File: src/hw/rtl/gwss_pkg.sv
// ----------------------------------------------------------------------------
// gwss_pkg
// Types, constants and helper functions shared by the grid step sampler.
// ----------------------------------------------------------------------------
package gwss_pkg;

   localparam int GRID_SIZE   = 16;
   localparam int FIELD_CELLS = 16;
   localparam int EDGE        = (GRID_SIZE < FIELD_CELLS) ? GRID_SIZE : FIELD_CELLS;
   localparam logic [4:0] EDGE_LIM = 5'(EDGE);

   localparam int NUM_DIRS = 4;
   localparam int LANE_W   = 15;
   localparam int ENTRY_W  = NUM_DIRS * LANE_W;
   localparam int ADDR_W   = 8;
   localparam int DEPTH    = 256;
   localparam int CUM_W    = 17;
   localparam int PROD_W   = 33;
   localparam int FRAC_W   = 16;

   typedef enum logic {
      CMD_LOAD,
      CMD_STEP
   } cmd_type;

   typedef enum logic [1:0] {
      DIR_LEFT,
      DIR_RIGHT,
      DIR_UP,
      DIR_DOWN
   } dir_type;

   // One lane write into the weight store.
   typedef struct packed {
      logic                en;
      logic [ADDR_W-1:0]   addr;
      dir_type             lane;
      logic [LANE_W-1:0]   data;
   } wr_req_type;

   // Step operands after the scaling multiply.
   typedef struct packed {
      logic [3:0]          row;
      logic [3:0]          col;
      logic                on_grid;
      logic [CUM_W-1:0]    cum0;
      logic [CUM_W-1:0]    cum1;
      logic [CUM_W-1:0]    cum2;
      logic [CUM_W-1:0]    cum3;
      logic [PROD_W-1:0]   thresh;
   } pick_op_type;

   typedef struct packed {
      logic                moved;
      dir_type             dir;
      logic [3:0]          row;
      logic [3:0]          col;
   } pick_res_type;

   // Magnitude of a signed weight; the most negative value saturates.
   function automatic logic [LANE_W-1:0] weight_mag(input logic [15:0] w);
      logic [15:0] m;
      m = w[15] ? 16'(~w + 16'd1) : w;
      return m[15] ? {LANE_W{1'b1}} : m[LANE_W-1:0];
   endfunction

   function automatic logic dir_on_grid(input logic [3:0] r, input logic [3:0] c,
                                        input dir_type d);
      logic ok;
      case (d)
         DIR_LEFT:  ok = (c != 4'd0);
         DIR_RIGHT: ok = (({1'b0, c} + 5'd1) < EDGE_LIM);
         DIR_UP:    ok = (r != 4'd0);
         DIR_DOWN:  ok = (({1'b0, r} + 5'd1) < EDGE_LIM);
         default:   ok = 1'b0;
      endcase
      return ok;
   endfunction

   function automatic logic cell_inside(input logic [3:0] r, input logic [3:0] c);
      return ({1'b0, r} < EDGE_LIM) && ({1'b0, c} < EDGE_LIM);
   endfunction

endpackage

File: src/hw/rtl/gwss_pick.sv
// ----------------------------------------------------------------------------
// gwss_pick
// Compares the scaled running sums against the threshold, picks the first
// direction that clears it and forms the neighbor cell.
// ----------------------------------------------------------------------------
module gwss_pick
   import gwss_pkg::*;
(
   input  pick_op_type   op,
   output pick_res_type  res
);

   logic [CUM_W-1:0]    cum [NUM_DIRS];
   logic [NUM_DIRS-1:0] hit;
   logic                found;
   dir_type             sel;

   assign cum[0] = op.cum0;
   assign cum[1] = op.cum1;
   assign cum[2] = op.cum2;
   assign cum[3] = op.cum3;

   always_comb begin
      for (int k = 0; k < NUM_DIRS; k++) begin
         hit[k] = ({cum[k], 16'd0} > op.thresh);
      end
   end

   // Lowest-numbered hit wins.
   always_comb begin
      found = 1'b0;
      sel   = DIR_LEFT;
      for (int k = NUM_DIRS - 1; k >= 0; k--) begin
         if (hit[k]) begin
            found = 1'b1;
            sel   = dir_type'(k);
         end
      end
   end

   always_comb begin
      res = '0;
      if (op.on_grid && found) begin
         res.moved = 1'b1;
         res.dir   = sel;
         res.row   = op.row;
         res.col   = op.col;
         case (sel)
            DIR_LEFT:  res.col = op.col - 4'd1;
            DIR_RIGHT: res.col = op.col + 4'd1;
            DIR_UP:    res.row = op.row - 4'd1;
            DIR_DOWN:  res.row = op.row + 4'd1;
            default:   res.row = op.row;
         endcase
      end
   end

endmodule

File: config.mk
export PLATFORM = sky130hd
export DESIGN_NAME = gwss_pick
export DESIGN_NICKNAME = d
export VERILOG_FILES = /design/src/hw/rtl/gwss_pkg.sv /design/src/hw/rtl/gwss_pick.sv
export SDC_FILE = /design/constraint.sdc
export NUM_CORES = 1
export LEC_CHECK = 0
export ABC_AREA = 1
export CAP_MARGIN = 15
export CORE_AREA = 2 2 92 94
export DETAILED_ROUTE_END_ITERATION = 6
export DIE_AREA = 0 0 94 96
export DONT_BUFFER_PORTS = 1
export PLACE_DENSITY = 0.43
export SETUP_SLACK_MARGIN = 0.15
export SLEW_MARGIN = 30
export SYNTH_ARGS = -nofsm -noshare
export SYNTH_HDL_FRONTEND = slang
export SYNTH_SLANG_ARGS = --single-unit
File: constraint.sdc
create_clock -name vclk -period 9
set_input_delay 1.35 -clock vclk [all_inputs]
set_output_delay 1.35 -clock vclk [all_outputs]
set_load 0.02 [all_outputs]
==> run_results.csv <==
group,metric,value,unit
yosys,yosysTopAreaCellShare,0.386,
critical_path,cpMostUsedCell,"nand2_1",
global_route,grt_antenna_before_repair,0,
timing,fmax,0.177,GHz
yosys,yosysMostFrequentCell,"nand2_1",
finish,clock_buffers,0,
place,port_buffers,0,
timing,min_period,5660,ps
critical_path,critPathBufInv,4,
timing,rsz0062_at_grt,"no",
detailed_routing,viasPerCell,4.68,
timing,postLayoutSetupSlackWorst,3340,ps
yosys,synth_fp_nets,560,
detailed_routing,vias,2249,
finish,areaGrowthSynthToFinish,5.63,%
detailed_routing,drtIter0Drc,45,
finish,drive_gt1_frac,0.0798,
hold_path,worst_hold_path_type,"input pin to output pin",
timing,fin_crit_sh,0.629,
power,irDropWorstVdd,24.3,µV
finish,stdcell_count,481,
critical_path,cp_top_family,"simple AND/OR/NAND/NOR gates",
place,dp_hpwl,5750,µm
detailed_routing,wl_per_cell,12.6,µm
critical_path,worst-path-stages,23,
clocking,cts_setup_buffers,0,
yosys,synthTopCellsByArea,"ha_1, nand2_1, inv_1",
global_route,grt_use_total,0.136,
detailed_routing,ant_nets,0,
critical_path,crit_fanout,4,
power,power.leakage,1.38,nW
timing,maxSlewViolCount,0,
critical_path,critical_path.cell_chain,"inv_1 -> ha_1 -> nand2_1 -> nor2_1 -> nand2_1 -> nor2_2 -> nand3_1 -> nand4_1 -> nand2_2 -> nand2_2 -> nand2_2 -> nor2_1 -> inv_1 -> ha_1 -> nand2_1 -> nand2_1 -> a31oi_1 -> inv_1 -> nand2_1 -> nand3_1 -> nand2_1 -> inv_1 -> nor2_1",
timing,hold_viol_final,0,
place,gp_congestion,0.787,
critical_path,critical_path_class,"input pin to output pin",
detailed_routing,routed_wl,6080,µm
yosys,synthCells,376,
yosys,synth_top_cell_by_area,"ha_1",
floorplanning,start_util,0.290,
global_route,grt_start_max_net_pins,9,
timing,slew_headroom,0.581,
timing,setup_viol,0,
power,power.density,52.3,nW/µm²
finish,layout.sequential_cells,0,
floorplanning,io_pins,121,
place,dp_cells,481,
place,dp_slack,3320,ps
yosys,yosysSeqAreaShare,0,
yosys,netlist_area,2330,µm²
timing,fin_tns_setup,0,ps
critical_path,crit_path_start_kind,"input pin",
detailed_routing,drc,0,
clocking,holdBufCountCts,0,
timing,tightest_slew,624,ps
yosys,yosys_warnings,0,
floorplanning,die_w,94,µm
critical_path,worst_path_largest_cell_delay,320,ps
floorplanning,rows,33,
run_status,status,"completed",
finish,fin_nets,562,
finish,regArea,0,µm²
yosys,ys_top_cells_by_count,"nand2_1, ha_1, inv_1, nor2_1, a21oi_1",
floorplanning,fp.dieH,96,µm
global_route,first_global_vias,2221,
floorplanning,die_area,9020,µm²
yosys,avgSynthCellArea,6.20,µm²
clocking,cts.repair.resized,0,
critical_path,critical-path-slowest-cell,"ha_1",
finish,final_util,0.306,
critical_path,crit_required,7650,ps
yosys,synth.distinct_cells,27,
power,total_power,129,µW
critical_path,critical_path.endpoint,"res[3]",
critical_path,setup.worst_path.start,"op[32]",
critical_path,worstPathArrival,4310,ps
critical_path,worstSetupEndpointType,"output pin",
global_route,globalRouteOverflowTotal,0,
finish,antenna_cells,0,
run,drv_cap,0,
global_route,grt_pass1_wl,10100,µm
detailed_routing,firstDrtPassIters,4,
floorplanning,core_area,8050,µm²
==> metal layers <==
metal | track usage | vias up | routed length, µm
met4 | 0 | 0 | 0
met1 | 0.180 | 948 | 2810
met3 | 0.0211 | 0 | 445
met5 | 0 | - | 0
li1 | - | 1232 | -
met2 | 0.249 | 69 | 2830
==> power breakdown <==
group / switching, mW / internal, mW / total [mW]
combinational: 0.0827 / 0.0460 / 0.129
clock: 0 / 0 / 0
sequential: 0 / 0 / 0
total: 0.0827 / 0.0460 / 0.129
==> cell type report <==
type                            count  area [µm²]
Fill cell                         931        5590
Inverter                           66         249
Multi-Input combinational cell    310        2080
Tap cell                          105         131
==> worst min-delay path by stage <==
stage	end	depth (start not counted)	start	slack, ps
after floorplan	res[10]	2	op[101]	2840
after global placement	res[9]	2	op[101]	2890
after detailed placement	res[9]	2	op[101]	2880
after CTS	res[9]	2	op[101]	2880
after global routing	res[9]	2	op[101]	2900
final	res[10]	2	op[101]	2880
==> cells in the final DEF, fill, tap and decap left out, types with 3 or more instances in the layout <==
cell type  synthesis  layout
a21o_1             3       3
a21oi_1           33      33
ha_1              72      72
inv_1             60      60
inv_2              4       4
nand2_1           97      97
nand2_2            5       5
nand2_4            3       3
nand3_1            9       9
nand3_2            3       3
nand4_1            9       9
nor2_1            39      39
nor2_2             6       6
nor2_4             3       3
nor3_1             3       3
o21ai_0           11      11
==> through the flow <==
| stage | hold WS [ps] | area, µm² |
|---|---|---|
| 4_1_cts | 2880 | 2460 |
| 3_5_place_dp | 2880 | 2460 |
| 2_1_floorplan | 2840 | 2330 |
| 5_1_grt | 2900 | 2460 |
| 6_report | 2880 | 2460 |
| 3_3_place_gp | 2890 | 2460 |
==> kinds of logic after synthesis <==
logic type	Yosys count	share of synthesized area
AOI/OAI and AO/OA	53	0.126
adders and majority gates	74	0.403
buffers and inverters	66	0.107
and+or+nand+nor	183	0.364
No activity file was read; power rests on OpenSTA's default activity.
